===== src/rtl/sds_pkg.sv =====
// ============================================================================
// sds_pkg - shared definitions for the strongest device selector
// Widths, register indexes, reset values and the structs that pass between
// the register file, the engine and the address table memory.
// ============================================================================
package sds_pkg;

   // Address table geometry
   localparam int TABLE_ENTRIES = 16;
   localparam int IDX_W         = (TABLE_ENTRIES > 1) ? $clog2(TABLE_ENTRIES) : 1;
   localparam int CNT_W         = $clog2(TABLE_ENTRIES + 1);

   // Field widths
   localparam int ADDR_W    = 48;
   localparam int RSSI_W    = 8;
   localparam int CLASS_W   = 24;
   localparam int WINDOW_W  = 20;
   localparam int ELAPSED_W = 21;
   localparam int STORED_W  = 5;

   // Register port
   localparam int PADDR_W = 4;
   localparam int PDATA_W = 32;

   // Request command codes
   localparam logic CMD_REPORT = 1'b0;
   localparam logic CMD_TICK   = 1'b1;

   // Register indexes (word address)
   typedef enum logic [1:0] {
      REG_CLASS_MASK    = 2'd0,
      REG_CLASS_MATCH   = 2'd1,
      REG_SEARCH_WINDOW = 2'd2
   } reg_index_type;

   // Register reset values
   localparam logic [CLASS_W-1:0]  CLASS_MASK_RST  = 24'hFFF000;
   localparam logic [CLASS_W-1:0]  CLASS_MATCH_RST = 24'h240000;
   localparam logic [WINDOW_W-1:0] WINDOW_RST      = 20'd15000;

   localparam logic [ELAPSED_W-1:0] ELAPSED_MAX = '1;

   // Configuration seen by the engine
   typedef struct packed {
      logic [CLASS_W-1:0]  class_mask;
      logic [CLASS_W-1:0]  class_match;
      logic [WINDOW_W-1:0] search_window_ms;
   } cfg_type;

   // Engine to address table memory
   typedef struct packed {
      logic              wr_en;
      logic [IDX_W-1:0]  wr_idx;
      logic [ADDR_W-1:0] wr_data;
      logic [IDX_W-1:0]  rd_idx;
   } mem_req_type;

endpackage


===== src/rtl/sds_if.sv =====
// ============================================================================
// sds_if - request and response channel interfaces
// Valid/ready channels; a transfer happens when valid and ready are high.
// ============================================================================
interface sds_req_if;
   import sds_pkg::*;

   logic                       valid;
   logic                       ready;
   logic                       command;
   logic [ADDR_W-1:0]          device_address;
   logic signed [RSSI_W-1:0]   signal_strength;
   logic [CLASS_W-1:0]         device_class;

   modport source (output valid, command, device_address, signal_strength, device_class,
                   input ready);
   modport sink   (input valid, command, device_address, signal_strength, device_class,
                   output ready);
endinterface

interface sds_rsp_if;
   import sds_pkg::*;

   logic                       valid;
   logic                       ready;
   logic                       connect_now;
   logic                       newly_stored;
   logic [STORED_W-1:0]        stored_count;
   logic                       best_known;
   logic signed [RSSI_W-1:0]   best_strength;

   modport source (output valid, connect_now, newly_stored, stored_count, best_known,
                   best_strength, input ready);
   modport sink   (input valid, connect_now, newly_stored, stored_count, best_known,
                   best_strength, output ready);
endinterface


===== src/rtl/sds_table_mem.sv =====
// ============================================================================
// sds_table_mem - address table storage
// One write port and one read port; read data is registered.
// ============================================================================
module sds_table_mem (
   input  logic                       clock,
   input  sds_pkg::mem_req_type       mem_req,
   output logic [sds_pkg::ADDR_W-1:0] rd_data
);
   import sds_pkg::*;

   logic [ADDR_W-1:0] entry_mem [TABLE_ENTRIES];
   logic [ADDR_W-1:0] rd_data_ff;

   // write and registered read
   always_ff @(posedge clock) begin
      if (mem_req.wr_en) begin
         entry_mem[mem_req.wr_idx] <= mem_req.wr_data;
      end
      rd_data_ff <= entry_mem[mem_req.rd_idx];
   end

   assign rd_data = rd_data_ff;

endmodule


===== src/rtl/sds_csr.sv =====
// ============================================================================
// sds_csr - configuration registers
// APB-style write and read of the class mask, class match and window length.
// ============================================================================
module sds_csr (
   input  logic                        clock,
   input  logic                        reset,
   input  logic                        csr_psel,
   input  logic                        csr_penable,
   input  logic                        csr_pwrite,
   input  logic [sds_pkg::PADDR_W-1:0] csr_paddr,
   input  logic [sds_pkg::PDATA_W-1:0] csr_pwdata,
   output logic [sds_pkg::PDATA_W-1:0] csr_prdata,
   output logic                        csr_pready,
   output sds_pkg::cfg_type            cfg
);
   import sds_pkg::*;

   logic [CLASS_W-1:0]  class_mask_ff;
   logic [CLASS_W-1:0]  class_match_ff;
   logic [WINDOW_W-1:0] window_ff;
   logic [1:0]          reg_idx;
   logic                wr_stb;

   assign csr_pready = 1'b1;
   assign reg_idx    = csr_paddr[3:2];
   assign wr_stb     = csr_psel && csr_penable && csr_pwrite;

   // register writes
   always_ff @(posedge clock) begin
      if (reset) begin
         class_mask_ff  <= CLASS_MASK_RST;
         class_match_ff <= CLASS_MATCH_RST;
         window_ff      <= WINDOW_RST;
      end else if (wr_stb) begin
         case (reg_idx)
            REG_CLASS_MASK:    class_mask_ff  <= csr_pwdata[CLASS_W-1:0];
            REG_CLASS_MATCH:   class_match_ff <= csr_pwdata[CLASS_W-1:0];
            REG_SEARCH_WINDOW: window_ff      <= csr_pwdata[WINDOW_W-1:0];
            default: ;
         endcase
      end
   end

   // read mux
   always_comb begin
      case (reg_idx)
         REG_CLASS_MASK:    csr_prdata = PDATA_W'(class_mask_ff);
         REG_CLASS_MATCH:   csr_prdata = PDATA_W'(class_match_ff);
         REG_SEARCH_WINDOW: csr_prdata = PDATA_W'(window_ff);
         default:           csr_prdata = '0;
      endcase
   end

   assign cfg.class_mask       = class_mask_ff;
   assign cfg.class_match      = class_match_ff;
   assign cfg.search_window_ms = window_ff;

endmodule


===== src/rtl/sds_engine.sv =====
// ============================================================================
// sds_engine - request sequencer
// Classifies each request, scans the address table for duplicates, updates
// the count, best-signal tracking and elapsed time, and loads the response.
// ============================================================================
module sds_engine (
   input  logic                       clock,
   input  logic                       reset,
   sds_req_if.sink                    req_chan,
   sds_rsp_if.source                  rsp_chan,
   input  sds_pkg::cfg_type           cfg,
   output sds_pkg::mem_req_type       mem_req,
   input  logic [sds_pkg::ADDR_W-1:0] rd_data
);
   import sds_pkg::*;

   typedef enum logic [1:0] {
      ST_IDLE,
      ST_SCAN,
      ST_FINISH
   } state_type;

   state_type                state_ff, state_in;

   // captured request
   logic                     cmd_ff, cmd_in;
   logic [ADDR_W-1:0]        addr_ff, addr_in;
   logic signed [RSSI_W-1:0] rssi_ff, rssi_in;
   logic                     hit_ff, hit_in;
   logic                     late_ff, late_in;

   // scan control
   logic [CNT_W-1:0]         issue_ff, issue_in;
   logic                     cmpv_ff, cmpv_in;
   logic                     found_ff, found_in;

   // block state
   logic [CNT_W-1:0]         count_ff, count_in;
   logic                     best_valid_ff, best_valid_in;
   logic signed [RSSI_W-1:0] best_rssi_ff, best_rssi_in;
   logic [ADDR_W-1:0]        best_addr_ff, best_addr_in;
   logic [ELAPSED_W-1:0]     elapsed_ff, elapsed_in;

   // response register
   logic                     rsp_valid_ff, rsp_valid_in;
   logic                     connect_ff, connect_in;
   logic                     stored_ff, stored_in;
   logic [STORED_W-1:0]      scount_ff, scount_in;
   logic                     known_ff, known_in;
   logic signed [RSSI_W-1:0] strength_ff, strength_in;

   logic accept, class_hit, late, room, issuing, slot_free;
   logic collect, add, connect;

   assign req_chan.ready = (state_ff == ST_IDLE);
   assign accept         = req_chan.valid && req_chan.ready;
   assign class_hit      = (req_chan.device_class & cfg.class_mask) == cfg.class_match;
   assign late           = elapsed_ff > ELAPSED_W'(cfg.search_window_ms);
   assign room           = count_ff < CNT_W'(TABLE_ENTRIES);
   assign issuing        = issue_ff < count_ff;
   assign slot_free      = !rsp_valid_ff || rsp_chan.ready;

   // decisions on the captured request
   assign collect = (cmd_ff == CMD_REPORT) && hit_ff && !late_ff;
   assign add     = collect && room && !found_ff;
   assign connect = (cmd_ff == CMD_REPORT) && hit_ff && late_ff && best_valid_ff &&
                    (addr_ff == best_addr_ff);

   // table port
   always_comb begin
      mem_req.rd_idx  = issue_ff[IDX_W-1:0];
      mem_req.wr_idx  = count_ff[IDX_W-1:0];
      mem_req.wr_data = addr_ff;
      mem_req.wr_en   = (state_ff == ST_FINISH) && slot_free && add;
   end

   // next state
   always_comb begin
      state_in      = state_ff;
      cmd_in        = cmd_ff;
      addr_in       = addr_ff;
      rssi_in       = rssi_ff;
      hit_in        = hit_ff;
      late_in       = late_ff;
      issue_in      = issue_ff;
      cmpv_in       = 1'b0;
      found_in      = found_ff;
      count_in      = count_ff;
      best_valid_in = best_valid_ff;
      best_rssi_in  = best_rssi_ff;
      best_addr_in  = best_addr_ff;
      elapsed_in    = elapsed_ff;
      rsp_valid_in  = rsp_valid_ff && !rsp_chan.ready;
      connect_in    = connect_ff;
      stored_in     = stored_ff;
      scount_in     = scount_ff;
      known_in      = known_ff;
      strength_in   = strength_ff;

      case (state_ff)
         ST_IDLE: begin
            if (accept) begin
               cmd_in   = req_chan.command;
               addr_in  = req_chan.device_address;
               rssi_in  = req_chan.signal_strength;
               hit_in   = class_hit;
               late_in  = late;
               issue_in = '0;
               found_in = 1'b0;
               if ((req_chan.command == CMD_REPORT) && class_hit && !late && room &&
                   (count_ff != '0)) begin
                  state_in = ST_SCAN;
               end else begin
                  state_in = ST_FINISH;
               end
            end
         end

         // one read issued per cycle, compared in the following cycle
         ST_SCAN: begin
            if (issuing) begin
               issue_in = issue_ff + 1'b1;
            end
            cmpv_in = issuing;
            if (cmpv_ff && (rd_data == addr_ff)) begin
               found_in = 1'b1;
            end
            if (!issuing && !cmpv_ff) begin
               state_in = ST_FINISH;
            end
         end

         // commit and load the response once the output slot frees
         ST_FINISH: begin
            if (slot_free) begin
               if ((cmd_ff == CMD_TICK) && (elapsed_ff != ELAPSED_MAX)) begin
                  elapsed_in = elapsed_ff + 1'b1;
               end
               if (add) begin
                  count_in = count_ff + 1'b1;
                  if (!best_valid_ff || (rssi_ff > best_rssi_ff)) begin
                     best_valid_in = 1'b1;
                     best_rssi_in  = rssi_ff;
                     best_addr_in  = addr_ff;
                  end
               end
               rsp_valid_in = 1'b1;
               connect_in   = connect;
               stored_in    = add;
               scount_in    = STORED_W'(count_in);
               known_in     = best_valid_in;
               strength_in  = best_valid_in ? best_rssi_in : '0;
               state_in     = ST_IDLE;
            end
         end

         default: state_in = ST_IDLE;
      endcase
   end

   // registers
   always_ff @(posedge clock) begin
      if (reset) begin
         state_ff      <= ST_IDLE;
         cmpv_ff       <= 1'b0;
         count_ff      <= '0;
         best_valid_ff <= 1'b0;
         best_rssi_ff  <= '0;
         best_addr_ff  <= '0;
         elapsed_ff    <= '0;
         rsp_valid_ff  <= 1'b0;
      end else begin
         state_ff      <= state_in;
         cmd_ff        <= cmd_in;
         addr_ff       <= addr_in;
         rssi_ff       <= rssi_in;
         hit_ff        <= hit_in;
         late_ff       <= late_in;
         issue_ff      <= issue_in;
         cmpv_ff       <= cmpv_in;
         found_ff      <= found_in;
         count_ff      <= count_in;
         best_valid_ff <= best_valid_in;
         best_rssi_ff  <= best_rssi_in;
         best_addr_ff  <= best_addr_in;
         elapsed_ff    <= elapsed_in;
         rsp_valid_ff  <= rsp_valid_in;
         connect_ff    <= connect_in;
         stored_ff     <= stored_in;
         scount_ff     <= scount_in;
         known_ff      <= known_in;
         strength_ff   <= strength_in;
      end
   end

   assign rsp_chan.valid         = rsp_valid_ff;
   assign rsp_chan.connect_now   = connect_ff;
   assign rsp_chan.newly_stored  = stored_ff;
   assign rsp_chan.stored_count  = scount_ff;
   assign rsp_chan.best_known    = known_ff;
   assign rsp_chan.best_strength = strength_ff;

endmodule


===== src/rtl/strongest_device_selector_unit.sv =====
// ============================================================================
// strongest_device_selector_unit - top level
// Filters discovery reports by class, collects new addresses during the
// search window while tracking the strongest one, then flags reconnection.
// ============================================================================
//
//   channel   | direction | handshake      | payload
//   ----------+-----------+----------------+-----------------------------------
//   req_chan  | in        | valid/ready    | command, device_address,
//             |           |                | signal_strength, device_class
//   rsp_chan  | out       | valid/ready    | connect_now, newly_stored,
//             |           |                | stored_count, best_known, best_strength
//   csr_*     | in/out    | APB, pready=1  | class_mask, class_match, search_window_ms
//
// Ticks, dropped and post-window reports, and reports to a full or empty table
// go straight from idle to the finish state; a report inside the window with
// stored addresses first walks the table's single read port one entry a cycle.
// One request is in work at a time; the next is taken while the previous
// response still waits in its register.
// Reset is synchronous; the table needs no clearing pass since only entries
// below the count are read. A stalled response holds the engine in its
// final state and the response register keeps its value.
//
module strongest_device_selector_unit (
   input  logic                        clock,
   input  logic                        reset,
   sds_req_if.sink                     req_chan,
   sds_rsp_if.source                   rsp_chan,
   input  logic                        csr_psel,
   input  logic                        csr_penable,
   input  logic                        csr_pwrite,
   input  logic [sds_pkg::PADDR_W-1:0] csr_paddr,
   input  logic [sds_pkg::PDATA_W-1:0] csr_pwdata,
   output logic [sds_pkg::PDATA_W-1:0] csr_prdata,
   output logic                        csr_pready
);
   import sds_pkg::*;

   cfg_type           cfg;
   mem_req_type       mem_req;
   logic [ADDR_W-1:0] rd_data;

   sds_csr u_csr (
      .clock       (clock),
      .reset       (reset),
      .csr_psel    (csr_psel),
      .csr_penable (csr_penable),
      .csr_pwrite  (csr_pwrite),
      .csr_paddr   (csr_paddr),
      .csr_pwdata  (csr_pwdata),
      .csr_prdata  (csr_prdata),
      .csr_pready  (csr_pready),
      .cfg         (cfg)
   );

   sds_table_mem u_mem (
      .clock   (clock),
      .mem_req (mem_req),
      .rd_data (rd_data)
   );

   sds_engine u_engine (
      .clock    (clock),
      .reset    (reset),
      .req_chan (req_chan),
      .rsp_chan (rsp_chan),
      .cfg      (cfg),
      .mem_req  (mem_req),
      .rd_data  (rd_data)
   );

endmodule


===== src/flat_wrapper.sv =====
// flat-port wrapper written by rule: the top's interface ports become plain ports
module strongest_device_selector_unit_flat import sds_pkg::*;
  (clock, reset, csr_psel, csr_penable, csr_pwrite, csr_paddr, csr_pwdata, csr_prdata, csr_pready, req_chan_valid, req_chan_command, req_chan_device_address, req_chan_signal_strength, req_chan_device_class, req_chan_ready, rsp_chan_valid, rsp_chan_connect_now, rsp_chan_newly_stored, rsp_chan_stored_count, rsp_chan_best_known, rsp_chan_best_strength, rsp_chan_ready);
  sds_req_if req_chan_i ();
  sds_rsp_if rsp_chan_i ();
  input  logic clock;
  input  logic reset;
  input  logic csr_psel;
  input  logic csr_penable;
  input  logic csr_pwrite;
  input  logic [sds_pkg::PADDR_W-1:0] csr_paddr;
  input  logic [sds_pkg::PDATA_W-1:0] csr_pwdata;
  output logic [sds_pkg::PDATA_W-1:0] csr_prdata;
  output logic csr_pready;
  input wire logic [$bits(req_chan_i.valid)-1:0] req_chan_valid;
  input wire logic [$bits(req_chan_i.command)-1:0] req_chan_command;
  input wire logic [$bits(req_chan_i.device_address)-1:0] req_chan_device_address;
  input wire logic [$bits(req_chan_i.signal_strength)-1:0] req_chan_signal_strength;
  input wire logic [$bits(req_chan_i.device_class)-1:0] req_chan_device_class;
  output wire logic [$bits(req_chan_i.ready)-1:0] req_chan_ready;
  output wire logic [$bits(rsp_chan_i.valid)-1:0] rsp_chan_valid;
  output wire logic [$bits(rsp_chan_i.connect_now)-1:0] rsp_chan_connect_now;
  output wire logic [$bits(rsp_chan_i.newly_stored)-1:0] rsp_chan_newly_stored;
  output wire logic [$bits(rsp_chan_i.stored_count)-1:0] rsp_chan_stored_count;
  output wire logic [$bits(rsp_chan_i.best_known)-1:0] rsp_chan_best_known;
  output wire logic [$bits(rsp_chan_i.best_strength)-1:0] rsp_chan_best_strength;
  input wire logic [$bits(rsp_chan_i.ready)-1:0] rsp_chan_ready;
  assign req_chan_i.valid = req_chan_valid;
  assign req_chan_i.command = req_chan_command;
  assign req_chan_i.device_address = req_chan_device_address;
  assign req_chan_i.signal_strength = req_chan_signal_strength;
  assign req_chan_i.device_class = req_chan_device_class;
  assign req_chan_ready = req_chan_i.ready;
  assign rsp_chan_valid = rsp_chan_i.valid;
  assign rsp_chan_connect_now = rsp_chan_i.connect_now;
  assign rsp_chan_newly_stored = rsp_chan_i.newly_stored;
  assign rsp_chan_stored_count = rsp_chan_i.stored_count;
  assign rsp_chan_best_known = rsp_chan_i.best_known;
  assign rsp_chan_best_strength = rsp_chan_i.best_strength;
  assign rsp_chan_i.ready = rsp_chan_ready;
  strongest_device_selector_unit u_core (.clock(clock), .reset(reset), .req_chan(req_chan_i), .rsp_chan(rsp_chan_i), .csr_psel(csr_psel), .csr_penable(csr_penable), .csr_pwrite(csr_pwrite), .csr_paddr(csr_paddr), .csr_pwdata(csr_pwdata), .csr_prdata(csr_prdata), .csr_pready(csr_pready));
endmodule

===== config.mk =====
export PLATFORM = sky130hd
export DESIGN_NAME = strongest_device_selector_unit_flat
export DESIGN_NICKNAME = d
export VERILOG_FILES = /design/src/rtl/sds_pkg.sv /design/src/rtl/sds_if.sv /design/src/rtl/sds_table_mem.sv /design/src/rtl/sds_csr.sv /design/src/rtl/sds_engine.sv /design/src/rtl/strongest_device_selector_unit.sv /design/src/flat_wrapper.sv
export SDC_FILE = /design/constraint.sdc
export NUM_CORES = 1
export LEC_CHECK = 0
export ABC_CLOCK_PERIOD_IN_PS = 5700
export BUFFER_PORTS_ARGS = -buffer_cell sky130_fd_sc_hd__buf_2
export CAP_MARGIN = 0
export CORE_ASPECT_RATIO = 1.5
export CORE_UTILIZATION = 30
export CTS_CLUSTER_SIZE = 30
export DETAILED_ROUTE_END_ITERATION = 10
export PLACE_DENSITY_LB_ADDON = 0.15
export SKIP_LAST_GASP = 1
export SYNTH_ARGS = -nofsm -noshare
export SYNTH_HDL_FRONTEND = slang
export SYNTH_SLANG_ARGS = --single-unit
export TNS_END_PERCENT = 10

===== constraint.sdc =====
create_clock -name clock -period 5.7 [get_ports clock]
set_clock_uncertainty 0.2 [all_clocks]
set_input_delay 0.285 -clock clock [delete_from_list [all_inputs] [get_ports clock]]
set_output_delay 0.285 -clock clock [all_outputs]
set_load 0.01 [all_outputs]

==> qor.csv <==
metric,value,unit
hold_depth,5,
wl_met3,3950,µm
first_pass_iters,5,
power_frac_comb,0.036,
synthAdderAreaFrac,0.0115,
die_h,457,µm
pwr-share-clk,0.431,
numCtsBuffers,101,
status,completed,
wl_per_cell,25.0,µm
highest_layer,met4,
grt_max_degree,148,
ant_nets,0,
post_cts_resize_count,0,
finalCriticalPeriod,3.83,ns
synthCells,2319,
cts_root_buf,clkbuf_16,
drc,0,
die_area,0.139,mm²
whs_endpoint,u_core.u_engine.hit_ff$_DFFE_PP_,
area_delta_synth_final,17.4,%
yosysTopAreaCell,edfxtp_1,
hold_ws,0.0613,ns
grt-ovfl-total,0,
switching_share,0.211,
crit_path_max_fanout,38,
synth.area.top_cells,"edfxtp_1, mux4_2, dfxtp_1",
place_hpwl,65600,µm
worstPathArrival,4.01,ns
start_util,0.303,
synth-xor-area-share,0.0241,
netlist_top_cells_count,"edfxtp_1, mux4_2, dfxtp_1",
worstReg2RegStart,u_core.u_engine.state_ff[0]$_SDFFE_PP0P_,
grt_pass1_vias,23380,
rsz0062_at_grt,no,
yosysTopAreaCellShare,0.616,
dr_wl_met2,60300,µm
slew_violations,0,
die_x,305,µm
synth_edf_count,849,
post-synth-top-count-cell,edfxtp_1,
period_share,0.672,
drt_iter0_markers,1505,
synthMuxAreaShare,0.153,
syn-cell-area,0.0414,mm²
start_kind,flip-flop,
cts_max_level,3,
clkTransAtPathRegs,0.06,ns
hold_violations,0,
r2r-end,u_core.u_mem.entry_mem[5][14]$_DFFE_PP_,
synth_compound_area_frac,0.0244,
synthFlopType,edfxtp_1,
max_freq,261,MHz
cts_max_path_buffers,3,
wl_met1,44400,µm
grt_pass1_wl,162000,µm
drt_wl_total,112000,µm
ys_ff_latch,1052,
path_class,flip-flop to flip-flop,
leakage,0.0166,µW
setup-violations-final,0,
gr-usage-all-layers,0.161,
ir_drop,230,µV
dpl_worst_slack,1.88,ns
synth_warnings,0,
coreArea,0.137,mm²
finalPower,15800,µW
p_int,12500,µW
startpoint,u_core.u_engine.state_ff[0]$_SDFFE_PP0P_,
synth_top_family_by_area,multiplexers,
layout.nets,2783,
tightest_slew,1.27,ns
grt_antenna_before_repair,5,
cp.required,5.88,ns
cts.sinks,1052,
drive_gt1_frac,0.229,
io_pins,175,
switching_power,3330,µW
finish.utilization,0.355,
rrSetupSlack,1.87,ns
slew_headroom,0.149,
clk_latency,0.71,ns
critPathCaptureType,flip-flop,
via_count,21720,
hp-start,req_chan_device_class[13],
cts_tree,done,
yosys.area_share.simple,0.0512,
num_rows,166,
reg2regPathDepth,6,
drv_cap,0,
seq_power_share,0.533,
yosysUniqueCellTypes,68,
gp_congestion,0.797,
tns,0,ns
min_path_type,input port to flip-flop,
synthArstFlopShare,0,
p_per_area,325,mW/mm²
vias_per_cell,4.85,
io_buffers,155,
fin_ws,1.87,ns
synth_seq_area_share,0.715,
syn_area_per_cell,17.8,µm²
## worst max path at each step
stage	slack, ns	cells past startpoint	to
2_1_floorplan	2.66	6	u_core.u_mem.entry_mem[15][0]$_DFFE_PP_
3_3_place_gp	1.98	6	u_core.u_mem.entry_mem[7][15]$_DFFE_PP_
3_5_place_dp	1.88	6	u_core.u_mem.entry_mem[5][14]$_DFFE_PP_
4_1_cts	1.83	6	u_core.u_mem.entry_mem[5][14]$_DFFE_PP_
5_1_grt	1.68	6	u_core.u_mem.entry_mem[5][14]$_DFFE_PP_
6_report	1.87	6	u_core.u_mem.entry_mem[5][14]$_DFFE_PP_
## placed cells by master, fill, tap and decap left out, drive strengths merged, types with 14 or more instances in the layout
master       instances
xor2                74
nand3               36
nand2              180
inv                 61
a21oi               68
dlygate4sd3         91
ha                  38
mux2i               89
mux4               240
o21ai               29
xnor2               40
nor3                14
and2                23
clkbuf             152
dfxtp              203
nor4                18
and3                17
nor2               105
edfxtp             849
nand4               25
clkinv              24
buf                214
## metal layers
| layer | global-route usage | vias to the layer above |
|---|---|---|
| li1 | - | 9652 |
| met1 | 0.189 | 11425 |
| met4 | 0.0550 | 0 |
| met5 | 0 | - |
| met2 | 0.297 | 497 |
| met3 | 0.0226 | 146 |
## critical path, cell delays in order (launching register included)
cell and delay [ns]:
dfxtp_1 0.44, nand2b_4 0.22, nor2_1 0.58, nand2_1 0.34, nor3_1 0.45, and2_4 0.86
buf_4 0.39
## registers in the layout (all words and copies together), names as in the netlist, 2 cells and up
| register | flops |
|---|---|
| u_core.u_csr.class_mask_ff | 24 |
| u_core.u_csr.class_match_ff | 24 |
| u_core.u_csr.window_ff | 20 |
| u_core.u_engine.addr_ff | 48 |
| u_core.u_engine.best_addr_ff | 48 |
| u_core.u_engine.best_rssi_ff | 8 |
| u_core.u_engine.count_ff | 5 |
| u_core.u_engine.elapsed_ff | 21 |
| u_core.u_engine.issue_ff | 5 |
| u_core.u_engine.rsp_chan.best_strength | 8 |
| u_core.u_engine.rsp_chan.stored_count | 5 |
| u_core.u_engine.rssi_ff | 8 |
| u_core.u_engine.state_ff | 2 |
| u_core.u_mem.entry_mem | 768 |
| u_core.u_mem.rd_data | 48 |
## area by class of cell
type | count | area, µm²
Inverter | 58 | 218
Multi-Input combinational cell | 1103 | 11100
Timing Repair Buffer | 305 | 2180
Antenna cell | 5 | 12.5
Fill cell | 12887 | 88100
Sequential cell | 1052 | 29600
Tap cell | 1764 | 2210
Clock inverter | 38 | 407
Clock buffer | 152 | 2920
## per-stage QoR
step	cell area (µm²)	cells
detailed placement	44300	4191
CTS	48600	4472
finish	48600	4477
floorplan	41400	2326
global placement	44300	4191
global route	48600	4476
## power groups by stage
| stage | registers [µW] | logic [µW] | clock network (µW) |
|---|---|---|---|
| 2_1_floorplan | 8550 | 311 | 0 |
| 3_3_place_gp | 8570 | 529 | 0 |
| 3_5_place_dp | 8580 | 536 | 0 |
| 4_1_cts | 8410 | 589 | 6990 |
| 5_1_grt | 8420 | 618 | 7230 |
| 6_report | 8410 | 571 | 6800 |
## kinds of logic (layout without fill, tap and decap cells)
| kind of cell | count (synthesis) | in the layout |
|---|---|---|
| DFF | 1052 | 1052 |
| and+or+nand+nor | 453 | 453 |
| muxes | 329 | 329 |
| buffers and inverters | 171 | 553 |
| AOI/OAI and AO/OA | 160 | 160 |
| xor gates and xnor gates | 114 | 114 |
| adders and majority gates | 38 | 38 |
| other | 2 | 14 |
## repair_timing
| item | CTS | global route |
|---|---|---|
| hold endpoints to repair | 134 | 0 |
| buffers inserted | 0 | 0 |
| hold buffers | 91 | 0 |
| setup endpoints to repair | 0 | 0 |
(Power assumes the default switching activity.)
